### src/sv/whv_ram.sv
// Generic simple dual-port RAM with one write port and a registered read port.
// Self-contained; used for every store of the hypervolume unit.
`timescale 1ns / 1ps
module whv_ram #(
    parameter int WIDTH = 8,
    parameter int DEPTH = 16
) (
    input  logic                                     aclk,
    input  logic                                     wr_en,
    input  logic [((DEPTH > 1) ? $clog2(DEPTH) : 1)-1:0] wr_addr,
    input  logic [WIDTH-1:0]                         wr_data,
    input  logic [((DEPTH > 1) ? $clog2(DEPTH) : 1)-1:0] rd_addr,
    output logic [WIDTH-1:0]                         rd_data
);

    logic [WIDTH-1:0] mem [DEPTH];

    always_ff @(posedge aclk) begin
        if (wr_en) begin
            mem[wr_addr] <= wr_data;
        end
        rd_data <= mem[rd_addr];
    end

endmodule

### config.mk
export PLATFORM = sky130hd
export DESIGN_NAME = whv_ram
export DESIGN_NICKNAME = d
export VERILOG_FILES = /design/src/sv/whv_ram.sv
export SDC_FILE = /design/constraint.sdc
export NUM_CORES = 1
export LEC_CHECK = 0
export CAP_MARGIN = 15
export CORE_UTILIZATION = 50
export DETAILED_ROUTE_END_ITERATION = 10
export DONT_BUFFER_PORTS = 1
export PLACE_DENSITY = 0.73
export SYNTH_ARGS = -nofsm -noshare
export SYNTH_HDL_FRONTEND = slang
export SYNTH_SLANG_ARGS = --single-unit
### constraint.sdc
create_clock -name aclk -period 3.02 [get_ports aclk]
set_input_delay 0.151 -clock aclk [delete_from_list [all_inputs] [get_ports aclk]]
set_output_delay 0.151 -clock aclk [all_outputs]
set_load 0.05 [all_outputs]
==> reports/metrics.json, run 1 <==
{
  "outcome": "complete, no violations",
  "ff_latch_count_synth": 136,
  "synth_simple_gate_area_frac": 0.0318,
  "leakage_nw": 2.00,
  "maxCapViolCount": 0,
  "netlist_top_cells_area": "sky130_fd_sc_hd__edfxtp_1 75%, sky130_fd_sc_hd__mux4_2 7.9%, sky130_fd_sc_hd__mux4_1 7.1%",
  "clock_insertion_delay_worst_skew_ns": 0.53,
  "yosysTopAreaCell": "sky130_fd_sc_hd__edfxtp_1",
  "vias_in_the_first_global_route": 2404,
  "post_synth_fa_ha_maj_area_fraction": 0,
  "fin_max_slew_vios": 0,
  "synthToLayoutAreaGrowth_pct": 17.8,
  "setup.worst_path.end": "rd_data[7]",
  "postCtsSetupRepairBufs": 0,
  "cts_repair_resize_count": 0,
  "final-instance-count-excl-fill": 404,
  "placed_cells": 356,
  "io_pins": 26,
  "detailedRoute.firstIterationViolations": 200,
  "cts_buffers": 17,
  "timing.setup.tns_ns": 0,
  "crit_fanout": 1,
  "synth.yosys.seq_area_share": 0.778,
  "clock_path_buffers": 2,
  "antenna_found_initial": 0,
  "timing_worst_setup_path_type": "reg -> reg",
  "cts_num_sinks": 136,
  "critPathRequiredTime_ns": 3.43,
  "combined_area_of_all_synthesized_cells_um2": 5150,
  "max_slew_margin": 0.406,
  "post-dp-hpwl_um": 5630,
  "post-route-period-util": 0.939,
  "postSynthNetCount": 247,
  "layout_min_cycle_time_ns": 2.84,
  "power.density_cell_area_nw_per_um2": 750,
  "regToRegEndpoint": "rd_data[7]",
  "skew_ns": 0.0104,
  "grt_max_degree": 26,
  "finalSetupViolations": 0,
  "die_area_um2": 10700,
  "holdCritPathClass": "in -> reg",
  "fmax_ghz": 0.353,
  "worstPathArrival_ns": 3.25,
  "grt.total_usage": 0.215,
  "detail_route.first_pass.iterations": 4,
  "grt.overflow.total": 0,
  "holdBufCountCts": 16,
  "core-area_um2": 9860,
  "cts_h_tree_depth": 4,
  "path_clk_slew_ns": 0.06,
  "remaining_drc_errors": 0,
  "critical_path.startpoint_type": "flip-flop",
  "via_count": 2397,
  "finalWorstSetupSlack_ns": 0.183,
  "most-common-layout-cells": "128 x sky130_fd_sc_hd__edfxtp_1, 18 x sky130_fd_sc_hd__mux4_2, 16 x sky130_fd_sc_hd__a22oi_1, 16 x sky130_fd_sc_hd__clkbuf_16, 15 x sky130_fd_sc_hd__dlygate4sd3_1",
  "syn_inst": 229,
  "clock_tree_from_tritoncts": "yes",
  "post-synth-top-area-fraction": 0.747,
  "synthMuxAreaShare": 0.150,
  "r2r_cells": 6,
  "die_h_um": 103,
  "hold_violations": 0,
  "final_antenna_diode_count": 0,
  "vdd.ir_drop.worst_v": 0.000465,
  "total_wire_length_um": 9970,
  "unrepaired_setup_endpoints_after_global_routing": "no",
  "nNetsFinal": 276,
  "synth-compound-area-share": 0.0233,
  "antenna_violating_nets_post_route": 0,
  "start_util": 0.522,
  "fillCellCount": 663,
  "layout.cells.most_common": "sky130_fd_sc_hd__edfxtp_1",
  "tightest_slew_ns": 0.888,
  "routed_via_density": 5.93,
  "grt_first_pass_wirelength_um": 14800,
  "ys.warnings.count": 0,
  "critPathLaunch": "mem[15][7]",
  "combinational_family_with_the_most_area_after_synthesis": "multiplexers",
  "dp_worst_setup_slack_ns": 1.33,
  "timing.hold.worst.start": "rd_addr[1]",
  "final_layout_size_suffix_gt1_frac": 0.199,
  "setup.reg_to_reg.worst_slack_ns": 0.18,
  "numPortBuffers": 0,
  "fp-row-count": 36,
  "detail_route.wl_per_cell_um": 24.7,
  "end_kind": "flip-flop",
  "reg2reg_from": "mem[15][7]",
  "synth_cell_type_count": 19,
  "synth-xor-area-share": 0,
  "dieWidth_um": 103,
  "final_wtd_congestion": 0.890,
  "post_synth.cell_area_avg_um2": 22.5,
  "cts_root_buf": "sky130_fd_sc_hd__clkbuf_8"
}
[power breakdown]
part           internal, mW  leakage, nW  switching, mW
sequential             2.11         1.22         0.0567
clock                  1.45        0.309          0.765
combinational        0.0769        0.465         0.0907
total                  3.63         2.00          0.912
[synth_stat cells (all sizes together)]
cell type and instances:
a22oi 16, mux4 32, and2 1, nand2b 2, and2b 1, nor3 4, buf 7, nand3b 2
or3b 1, nand2 9, nand3 1, edfxtp 128, dfxtp 8, nor2b 1, nor2 13, clkdlybuf4s25 3
[state kept, by name, indices dropped and copies added (netlist names)]
signal   cells
mem        128
rd_data      8
[how the worst min path moves through the flow]
| stage | end | cells past startpoint |
|---|---|---|
| after CTS | rd_data[2] | 3 |
| after floorplan | mem[0][0] | 0 |
| after global routing | mem[12][7] | 2 |
| after detailed placement | mem[7][3] | 0 |
| final | rd_data[2] | 3 |
| after global placement | mem[1][5] | 0 |
[metal layers]
layer  vias to the layer above  GRT usage  part of all wire
li1                       1033          -                 -
met1                      1241      0.299              0.41
met2                       111      0.322              0.50
met3                        12     0.0652             0.086
met4                         0     0.0878             0.013
met5                         -          0                 0
[cells by family after synthesis]
kind of cell / Yosys count
AOI/OAI and AO/OA: 16
buffers and inverters: 10
DFF: 136
muxes: 32
and+or+nand+nor: 35
[layout make-up]
cell class | instances | area [um^2] | area share
clock buffer | 20 | 435 | 0.0718
tap | 133 | 166 | 0.0275
sequential | 136 | 4000 | 0.660
multi-input combinational | 83 | 1060 | 0.174
clock inverter | 12 | 199 | 0.0328
timing repair buffer | 20 | 200 | 0.0330
[critical path, stage by stage, from the launching register on]
cell and delay, ns:
sky130_fd_sc_hd__edfxtp_1 0.36, sky130_fd_sc_hd__mux4_2 0.46, sky130_fd_sc_hd__dlygate4sd3_1 0.57, sky130_fd_sc_hd__a22oi_1 0.16
sky130_fd_sc_hd__dlygate4sd3_1 0.58, sky130_fd_sc_hd__nand2_1 0.05, sky130_fd_sc_hd__dlygate4sd3_1 0.56
[through the flow]
stage / hold WS, ns / util / instance area (um^2) / total power [mW]
after floorplan: 0.250 / - / 5150 / 2.31
after global placement: 0.251 / 0.533 / 5260 / 2.32
after detailed placement: 0.251 / 0.533 / 5260 / 2.32
after CTS: 0.00332 / 0.615 / 6060 / 4.57
after global routing: 0.0119 / 0.615 / 6060 / 4.67
final: 0.0332 / 0.615 / 6060 / 4.55
Power figures use the tool's default switching activity.
==> run 2, diff against run 1 <==
--- a/config.mk
+++ b/config.mk
@@ -5,8 +5,10 @@
 export SDC_FILE = /design/constraint.sdc
 export NUM_CORES = 1
 export LEC_CHECK = 0
-export CAP_MARGIN = 15
+export ABC_AREA = 1
+export CAP_MARGIN = 5
 export CORE_UTILIZATION = 50
+export CTS_CLUSTER_DIAMETER = 200
 export DETAILED_ROUTE_END_ITERATION = 10
 export DONT_BUFFER_PORTS = 1
 export PLACE_DENSITY = 0.73
==> run 2 against run 1 <==
Sequential cell count stayed put. Wire length is 29% higher. Register-to-register slack better by 1.4 ns. Hold slack worse by 0.0058 ns. Critical path depth is 1 higher. Combinational power is 21% higher. Utilization is 2.3 points lower. Sequential share of layout area is 4.7 points lower. Critical endpoint unchanged. Largest cell class unchanged.
==> reports/metrics.json, run 2 <==
{
  "outcome": "complete, no violations",
  "power.share.combinational": {"value": 0.045, "change": "+0.008"},
  "r2r_cells": {"value": 7, "change": "+1"},
  "synth.yosys.seq_area_share": {"value": 0.694, "change": "-0.0835"},
  "io_pins": {"value": 26, "change": "unchanged"},
  "critical_path.startpoint_type": "input port",
  "core-area": {"value": 11000, "unit": "um^2", "change": "+12%"},
  "synth.cells.most_frequent": "173 x sky130_fd_sc_hd__nand2_1, 128 x sky130_fd_sc_hd__edfxtp_1, 100 x sky130_fd_sc_hd__inv_1, 97 x sky130_fd_sc_hd__nand3_1, 17 x sky130_fd_sc_hd__nor2_1",
  "vdd.ir_drop.worst": {"value": 0.000505, "unit": "V", "change": "+8.6%"},
  "fin_max_slew_vios": {"value": 0, "change": "unchanged"},
  "synth-edff-count": {"value": 128, "change": "unchanged"},
  "final_util": {"value": 0.592, "change": "-0.0229"},
  "largest-register": "mem",
  "slowest_delay": {"value": 0.78, "unit": "ns", "change": "+0.20 ns"},
  "timing.setup.tns": {"value": 0, "unit": "ns", "change": "unchanged"},
  "layout_top_registers": "mem x128, rd_data x8",
  "critPathRequiredTime": {"value": 3.33, "unit": "ns", "change": "-0.10 ns"},
  "postCtsSetupRepairBufs": {"value": 0, "change": "unchanged"},
  "final_wtd_congestion": {"value": 0.921, "change": "+3.5%"},
  "grt.overflow.total": {"value": 0, "change": "unchanged"},
  "clock_path_buffers": {"value": 2, "change": "unchanged"},
  "syn_inst": {"value": 551, "change": "+140%"},
  "routed_via_density": {"value": 5.26, "change": "-11%"},
  "end_kind": "flip-flop",
  "path_clk_slew": {"value": 0.06, "unit": "ns", "change": "about the same"},
  "hold_violations": {"value": 0, "change": "unchanged"},
  "tightest_slew": {"value": 1.13, "unit": "ns", "change": "+0.238 ns"},
  "post-dp-hpwl": {"value": 7040, "unit": "um", "change": "+25%"},
  "skew": {"value": 0.00710, "unit": "ns", "change": "-0.00329 ns"},
  "synth_cell_type_count": {"value": 12, "change": "-7"},
  "report.power.total": {"value": 4.55, "unit": "mW", "change": "about the same"},
  "total_wire_length": {"value": 12800, "unit": "um", "change": "+29%"},
  "synth_top_flop_cell": "sky130_fd_sc_hd__edfxtp_1",
  "nNetsFinal": {"value": 576, "change": "+110%"},
  "cts_h_tree_depth": {"value": 4, "change": "unchanged"},
  "vias_in_the_first_global_route": {"value": 3650, "change": "+52%"},
  "internal_power": {"value": 3.59, "unit": "mW", "change": "-1.1%"},
  "worstPathArrival": {"value": 2.01, "unit": "ns", "change": "-1.24 ns"},
  "grt_first_pass_wirelength": {"value": 20000, "unit": "um", "change": "+35%"},
  "worstPathBufferInverterCount": {"value": 2, "change": "-1"},
  "ys.warnings.count": {"value": 0, "change": "unchanged"},
  "cp_top_family": "buffers and inverters",
  "critical_path_cell_count": {"value": 7, "change": "+1"},
  "clock_insertion_delay_worst_skew": {"value": 0.41, "unit": "ns", "change": "-0.12 ns"},
  "post-route-period-util": {"value": 0.564, "change": "-0.375"},
  "fillCellCount": {"value": 875, "change": "+32%"},
  "yosysTopAreaCell": "sky130_fd_sc_hd__edfxtp_1",
  "unrepaired_setup_endpoints_after_global_routing": "no",
  "critical-path-top-cell-by-count": "sky130_fd_sc_hd__nand3_1",
  "power.sequential.fraction": {"value": 0.477, "change": "about the same"},
  "dieWidth": {"value": 109, "unit": "um", "change": "+5.7%"},
  "leakage": {"value": 2.76, "unit": "nW", "change": "+38%"},
  "largest_register_ffs": {"value": 128, "change": "unchanged"},
  "die_area": {"value": 12000, "unit": "um^2", "change": "+12%"},
  "fmax": {"value": 0.587, "unit": "GHz", "change": "+66%"},
  "max_slew_margin": {"value": 0.249, "change": "-0.157"},
  "holdCritPathClass": "in -> reg",
  "slowest_stage": "sky130_fd_sc_hd__inv_2",
  "synth_async_sr_flop_share": {"value": 0, "change": "unchanged"},
  "remaining_drc_errors": {"value": 0, "change": "unchanged"},
  "numPortBuffers": {"value": 0, "change": "unchanged"},
  "power_switching_share": {"value": 0.210, "change": "+0.00945"},
  "post-synth-top-area-fraction": {"value": 0.667, "change": "-0.0802"},
  "grt.total_usage": {"value": 0.241, "change": "+0.0258"},
  "netlist_top_cells_area": "sky130_fd_sc_hd__edfxtp_1 67%, sky130_fd_sc_hd__nand2_1 11%, sky130_fd_sc_hd__nand3_1 8.4%",
  "final_antenna_diode_count": {"value": 0, "change": "unchanged"},
  "die_h": {"value": 109, "unit": "um", "change": "+5.7%"},
  "start_util": {"value": 0.523, "change": "+0.000983"},
  "cts_root_buf": "sky130_fd_sc_hd__clkbuf_16",
  "cts_num_sinks": {"value": 136, "change": "unchanged"},
  "detail_route.wl_per_cell": {"value": 18.1, "unit": "um", "change": "-27%"},
  "postSynthNetCount": {"value": 569, "change": "+130%"},
  "grt_max_degree": {"value": 66, "change": "+150%"},
  "layout.cells.most_common": "sky130_fd_sc_hd__nand2_1",
  "post_synth.cell_area_avg": {"value": 10.5, "unit": "um^2", "change": "-53%"},
  "crit_fanout": {"value": 65, "change": "+64"},
  "timing_worst_setup_path_type": "in -> reg",
  "antenna_violating_nets_post_route": {"value": 0, "change": "unchanged"},
  "pwr-share-clk": {"value": 0.478, "change": "-0.008"},
  "power.density_cell_area": {"value": 697, "unit": "nW/um^2", "change": "-7.1%"},
  "hold-path-cell-count": {"value": 4, "change": "+1"},
  "layout_min_cycle_time": {"value": 1.70, "unit": "ns", "change": "-1.13 ns"},
  "fp-row-count": {"value": 38, "change": "+5.6%"},
  "detailedRoute.firstIterationViolations": {"value": 365, "change": "+83%"},
  "antenna_found_initial": {"value": 0, "change": "unchanged"},
  "yosysMostFrequentCell": "sky130_fd_sc_hd__nand2_1",
  "cts_buffers": {"value": 17, "change": "unchanged"},
  "clock_tree_from_tritoncts": "yes",
  "most-common-layout-cells": "173 x sky130_fd_sc_hd__nand2_1, 128 x sky130_fd_sc_hd__edfxtp_1, 100 x sky130_fd_sc_hd__inv_1",
  "via_count": {"value": 3743, "change": "+56%"},
  "maxCapViolCount": {"value": 0, "change": "unchanged"},
  "final_layout_size_suffix_gt1_frac": {"value": 0.0578, "change": "-0.141"},
  "cells_traversed_along_the_worst_timing_path": "inv_2 -> nand2_1 -> nand3_1 -> nand3_1 -> nand3_1 -> dlygate4sd3_1 -> nand2_1",
  "ff_latch_count_synth": {"value": 136, "change": "unchanged"},
  "finalSetupViolations": {"value": 0, "change": "unchanged"},
  "detail_route.first_pass.iterations": {"value": 5, "change": "+1"},
  "synthToLayoutAreaGrowth_pct": 13.2,
  "combined_area_of_all_synthesized_cells": {"value": 5770, "unit": "um^2", "change": "+12%"},
  "netSwitchingPower": {"value": 956, "unit": "uW", "change": "+4.8%"}
}
[run 2: path summary, 6_finish.rpt]
path	startpoint	to	slack [ns]
max	rd_addr[0]	rd_data[7]	1.32
min reg2reg	mem[12][1]	rd_data[1]	0.67
min	rd_addr[1]	rd_data[2]	0.03
max reg2reg	mem[12][7]	rd_data[7]	1.54
[run 2: repair_timing]
| action | 4_1_cts | 5_1_grt |
|---|---|---|
| hold buffers | 12 | 0 |
| hold endpoints to repair | 136 | 0 |
| gates resized for setup | 0 | 0 |
| endpoints found under the setup margin | 0 | 0 |
[run 2: metal layers]
layer | share of wire | global-route usage | wire, um | vias up
li1 | - | - | - | 1787
met1 | 0.41 | 0.314 | 5270 | 1794
met2 | 0.50 | 0.384 | 6410 | 143
met3 | 0.068 | 0.0688 | 868 | 19
met4 | 0.023 | 0.0943 | 293 | 0
met5 | 0 | 0 | 0 | -
[run 2: worst register-to-register path, stage by stage (launching register included)]
cell                            delay (ns)
sky130_fd_sc_hd__edfxtp_1             0.36
sky130_fd_sc_hd__inv_1                0.06
sky130_fd_sc_hd__nand2_1              0.04
sky130_fd_sc_hd__nand3_1              0.11
sky130_fd_sc_hd__nand3_1              0.11
sky130_fd_sc_hd__nand3_1              0.09
sky130_fd_sc_hd__dlygate4sd3_1        0.55
sky130_fd_sc_hd__nand2_1              0.05
[run 2: final cells by class]
type	instances	area (um^2)	share of cell area
well taps	140	175	0.0268
clock inverters	12	174	0.0266
clock buffers	20	457	0.0700
repair buffers	12	120	0.0184
flip-flops and latches	136	4000	0.613
inverters	102	383	0.0587
multi-input cells	289	1210	0.186
[run 2: cells by family (layout without fill, tap and decap cells)]
logic type             Yosys count  count (layout)  share of synthesized area
buffers and inverters          126             146                     0.0952
DFF                            136             136                      0.694
and+or+nand+nor                289             289                      0.210
[run 2: power by group through the flow]
stage	logic, mW	registers, mW	clock network, mW
floorplan	0.149	2.20	0
global placement	0.151	2.21	0
detailed placement	0.156	2.21	0
CTS	0.204	2.17	2.19
global route	0.228	2.18	2.27
finish	0.204	2.17	2.17
[run 2: metrics by stage]
| step | setup WS (ns) | std cells | hold slack (ns) | area [um^2] |
|---|---|---|---|---|
| final | 1.32 | 711 | 0.0275 | 6530 |
| after global routing | 1.17 | 711 | 0.0289 | 6530 |
| after CTS | 1.38 | 711 | 0.00905 | 6530 |
| after detailed placement | 1.35 | 667 | 0.251 | 5780 |
| after global placement | 1.40 | 667 | 0.251 | 5780 |
| after floorplan | 1.92 | 551 | 0.250 | 5770 |
==> run 3, diff against run 2 <==
==> constraint.sdc (replaced) <==
create_clock -name aclk -period 1.7 [get_ports aclk]
set_input_delay 0.085 -clock aclk [delete_from_list [all_inputs] [get_ports aclk]]
set_output_delay 0.085 -clock aclk [all_outputs]
set_load 0.05 [all_outputs]
==> run 3 against run 2 <==
Sequential cell count unchanged. Non-clock buffer count rose by 17. Die area unchanged. Largest cell class unchanged.
==> reports/metrics.json, run 3 (same netlist as run 2, synthesis figures left out) <==
{
  "vdd.ir_drop.worst": {"value": 0.000918, "unit": "V", "change": "+82%"},
  "synthToLayoutAreaGrowth_pct": 15.0,
  "remaining_drc_errors": {"value": 0, "change": "unchanged"},
  "final_wtd_congestion": {"value": 0.870, "change": "-5.5%"},
  "fin_max_slew_vios": {"value": 0, "change": "unchanged"},
  "timing.hold.worst.start": "rd_addr[0]",
  "layout_min_cycle_time_ns": 1.53,
  "reg2reg_from": "mem[13][0]",
  "vias_in_the_first_global_route": {"value": 3636, "change": "-0.38%"},
  "path_clk_slew": {"value": 0.05, "unit": "ns", "change": "about the same"},
  "grt_first_pass_wirelength": {"value": 19600, "unit": "um", "change": "-2.0%"},
  "dr.max_layer_used": "met4",
  "final_layout_size_suffix_gt1_frac": {"value": 0.0767, "change": "+0.0189"},
  "cp_top_family": "buffers and inverters",
  "fillCellCount": {"value": 857, "change": "-2.1%"},
  "holdCritPathClass": "in -> reg",
  "cts_h_tree_depth": {"value": 4, "change": "unchanged"},
  "numPortBuffers": {"value": 0, "change": "unchanged"},
  "detailedRoute.firstIterationViolations": {"value": 348, "change": "-4.7%"},
  "cts_num_sinks": {"value": 136, "change": "unchanged"},
  "post-dp-hpwl": {"value": 7520, "unit": "um", "change": "+6.9%"},
  "unrepaired_setup_endpoints_after_global_routing": "no",
  "most-common-layout-cells": "173 x sky130_fd_sc_hd__nand2_1, 128 x sky130_fd_sc_hd__edfxtp_1, 100 x sky130_fd_sc_hd__inv_1",
  "regToRegEndpoint": "rd_data[0]",
  "post-route-period-util": 0.902,
  "die_h": {"value": 109, "unit": "um", "change": "unchanged"},
  "largest-register": "mem",
  "critical-path-top-cell-by-count": "sky130_fd_sc_hd__nand3_1",
  "detailed_place.area": {"value": 5890, "unit": "um^2", "change": "+2.0%"},
  "cts_root_buf": "sky130_fd_sc_hd__clkbuf_16",
  "detail_route.first_pass.iterations": {"value": 5, "change": "unchanged"},
  "grt.overflow.total": {"value": 0, "change": "unchanged"},
  "maxCapViolCount": {"value": 0, "change": "unchanged"},
  "postCtsSetupRepairBufs": {"value": 0, "change": "unchanged"},
  "die_area": {"value": 12000, "unit": "um^2", "change": "unchanged"},
  "power.density_cell_area": {"value": 1180, "unit": "nW/um^2", "change": "+70%"},
  "routed_via_density": {"value": 5.18, "change": "-1.5%"},
  "setup.reg_to_reg.worst_slack": {"value": 0.17, "unit": "ns", "change": "-1.37 ns"},
  "antenna_violating_nets_post_route": {"value": 0, "change": "unchanged"},
  "cells_traversed_along_the_worst_timing_path": "inv_1 -> nand2_1 -> nand3_1 -> nand3_1 -> nand3_1 -> dlygate4sd3_1 -> nand2_1",
  "end_kind": "flip-flop",
  "start_util": {"value": 0.523, "change": "unchanged"},
  "max_slew_margin": {"value": 0.473, "change": "+0.224"},
  "grt.total_usage": {"value": 0.237, "change": "-0.00395"},
  "dp_worst_setup_slack": {"value": 0.453, "unit": "ns", "change": "-0.899 ns"},
  "final_antenna_diode_count": {"value": 0, "change": "unchanged"},
  "timing_worst_setup_path_type": "reg -> reg",
  "nNetsFinal": {"value": 593, "change": "+3.0%"},
  "antenna_found_initial": {"value": 0, "change": "unchanged"},
  "slowest_delay": {"value": 0.58, "unit": "ns", "change": "-0.20 ns"},
  "met2WireLength": {"value": 6150, "unit": "um", "change": "-4.2%"},
  "fmax_ghz": 0.652,
  "clock_insertion_delay_worst_skew": {"value": 0.42, "unit": "ns", "change": "about the same"},
  "cts_buffers": {"value": 17, "change": "unchanged"},
  "hold_violations": {"value": 0, "change": "unchanged"},
  "core-area": {"value": 11000, "unit": "um^2", "change": "unchanged"},
  "slowest_stage": "sky130_fd_sc_hd__dlygate4sd3_1",
  "r2r_cells": {"value": 7, "change": "unchanged"},
  "grt_max_degree": {"value": 66, "change": "unchanged"},
  "layout.cells.most_common": "sky130_fd_sc_hd__nand2_1",
  "route.met3.wl": {"value": 953, "unit": "um", "change": "+9.8%"},
  "io_pins": {"value": 26, "change": "unchanged"},
  "crit_fanout": {"value": 1, "change": "-98%"},
  "finish.instance_area": {"value": 6630, "unit": "um^2", "change": "+1.6%"},
  "detail_route.wl_per_cell": {"value": 17.4, "unit": "um", "change": "-3.9%"},
  "finalSetupViolations": {"value": 0, "change": "unchanged"},
  "clock_tree_from_tritoncts": "yes",
  "worstPathBufferInverterCount": {"value": 2, "change": "unchanged"},
  "endpoint_of_the_worst_hold_path": "rd_data[2]",
  "outcome": "complete, no violations",
  "detail_route.wirelength.met1": {"value": 5170, "unit": "um", "change": "-1.9%"},
  "skew": {"value": 0.00628, "unit": "ns", "change": "-0.000822 ns"},
  "worstPathArrival": {"value": 1.84, "unit": "ns", "change": "-0.17 ns"},
  "critical_path.startpoint_type": "flip-flop",
  "leakage": {"value": 2.84, "unit": "nW", "change": "+2.9%"},
  "layout.area.seq": {"value": 4000, "unit": "um^2", "change": "unchanged"},
  "total_wire_length": {"value": 12600, "unit": "um", "change": "-1.7%"},
  "via_count": {"value": 3768, "change": "+0.67%"},
  "hold-path-cell-count": {"value": 5, "change": "+1"},
  "largest_register_ffs": {"value": 128, "change": "unchanged"},
  "multiInputGateArea": {"value": 1210, "unit": "um^2", "change": "unchanged"},
  "finalWorstSetupSlack": {"value": 0.167, "unit": "ns", "change": "-1.15 ns"},
  "timing.setup.tns": {"value": 0, "unit": "ns", "change": "unchanged"},
  "tightest_slew": {"value": 0.789, "unit": "ns", "change": "-0.338 ns"},
  "fp-row-count": {"value": 38, "change": "unchanged"},
  "layout_top_registers": "mem x128, rd_data x8",
  "clock_path_buffers": {"value": 2, "change": "unchanged"},
  "dieWidth": {"value": 109, "unit": "um", "change": "unchanged"},
  "critPathRequiredTime": {"value": 2.01, "unit": "ns", "change": "-1.32 ns"}
}
## run 3: cell count changes in the layout (fill, tap and decap cells not counted), sizes merged
cell / change
buf: +14
clkinv: +2
dlygate4sd3: +2
bufinv: -1
clkbuf: -1
clkinvlp: -1
dlymetal6s4s: +1
## run 3: cell type report
cell class                 count  share of cell area
sequential                   136               0.604
clock inverter                12              0.0232
tap                          140              0.0264
timing repair buffer          29              0.0407
clock buffer                  19              0.0653
multi-input combinational    289               0.183
inverter                     102              0.0577
## run 3: per-stage QoR
| step | hold slack (ns) | utilization | std cells | power [mW] |
|---|---|---|---|---|
| 2_1_floorplan | 0.184 | - | 551 | 4.18 |
| 3_3_place_gp | 0.185 | 0.534 | 681 | 4.21 |
| 3_5_place_dp | 0.185 | 0.534 | 681 | 4.21 |
| 4_1_cts | 0.00542 | 0.600 | 726 | 7.89 |
| 5_1_grt | 0.0140 | 0.601 | 727 | 8.10 |
| 6_report | 0.0201 | 0.601 | 727 | 7.85 |
## run 3: tightest hold or removal path, cell delays in order
cell	delay [ns]
sky130_fd_sc_hd__nand2_1	0.05
sky130_fd_sc_hd__nand3_1	0.07
sky130_fd_sc_hd__nand3_1	0.07
sky130_fd_sc_hd__nand3_1	0.07
sky130_fd_sc_hd__nand2_1	0.05
## run 3: how the worst max path moves through the flow
stage / end / depth (start not counted) / slack, ns / startpoint
after CTS: rd_data[0] / 6 / 0.02 / rd_addr[1]
after detailed placement: rd_data[1] / 7 / 0.45 / rd_addr[0]
final: rd_data[0] / 7 / 0.17 / mem[13][0]
after floorplan: mem[10][0] / 2 / 0.66 / wr_addr[2]
after global routing: rd_data[0] / 7 / 0.13 / mem[13][0]
after global placement: rd_data[1] / 7 / 0.47 / rd_addr[0]
## run 3: power breakdown
| group | total [mW] | switching (mW) | internal [mW] |
|---|---|---|---|
| Sequential | 3.86 | 0.106 | 3.75 |
| Combinational | 0.389 | 0.264 | 0.125 |
| Clock | 3.61 | 1.32 | 2.29 |
| Total | 7.85 | 1.69 | 6.17 |
## run 3: timing repair
action | 4_1_cts | 5_1_grt
endpoints found under the setup margin | 0 | 1
hold buffers | 14 | 1
hold endpoints to repair | 136 | 1
gates resized for setup | 0 | 1
## run 3: metal layers
metal,vias up,track usage
met4,0,0.0971
met2,158,0.384
li1,1819,-
met5,-,0
met1,1769,0.291
met3,22,0.0830
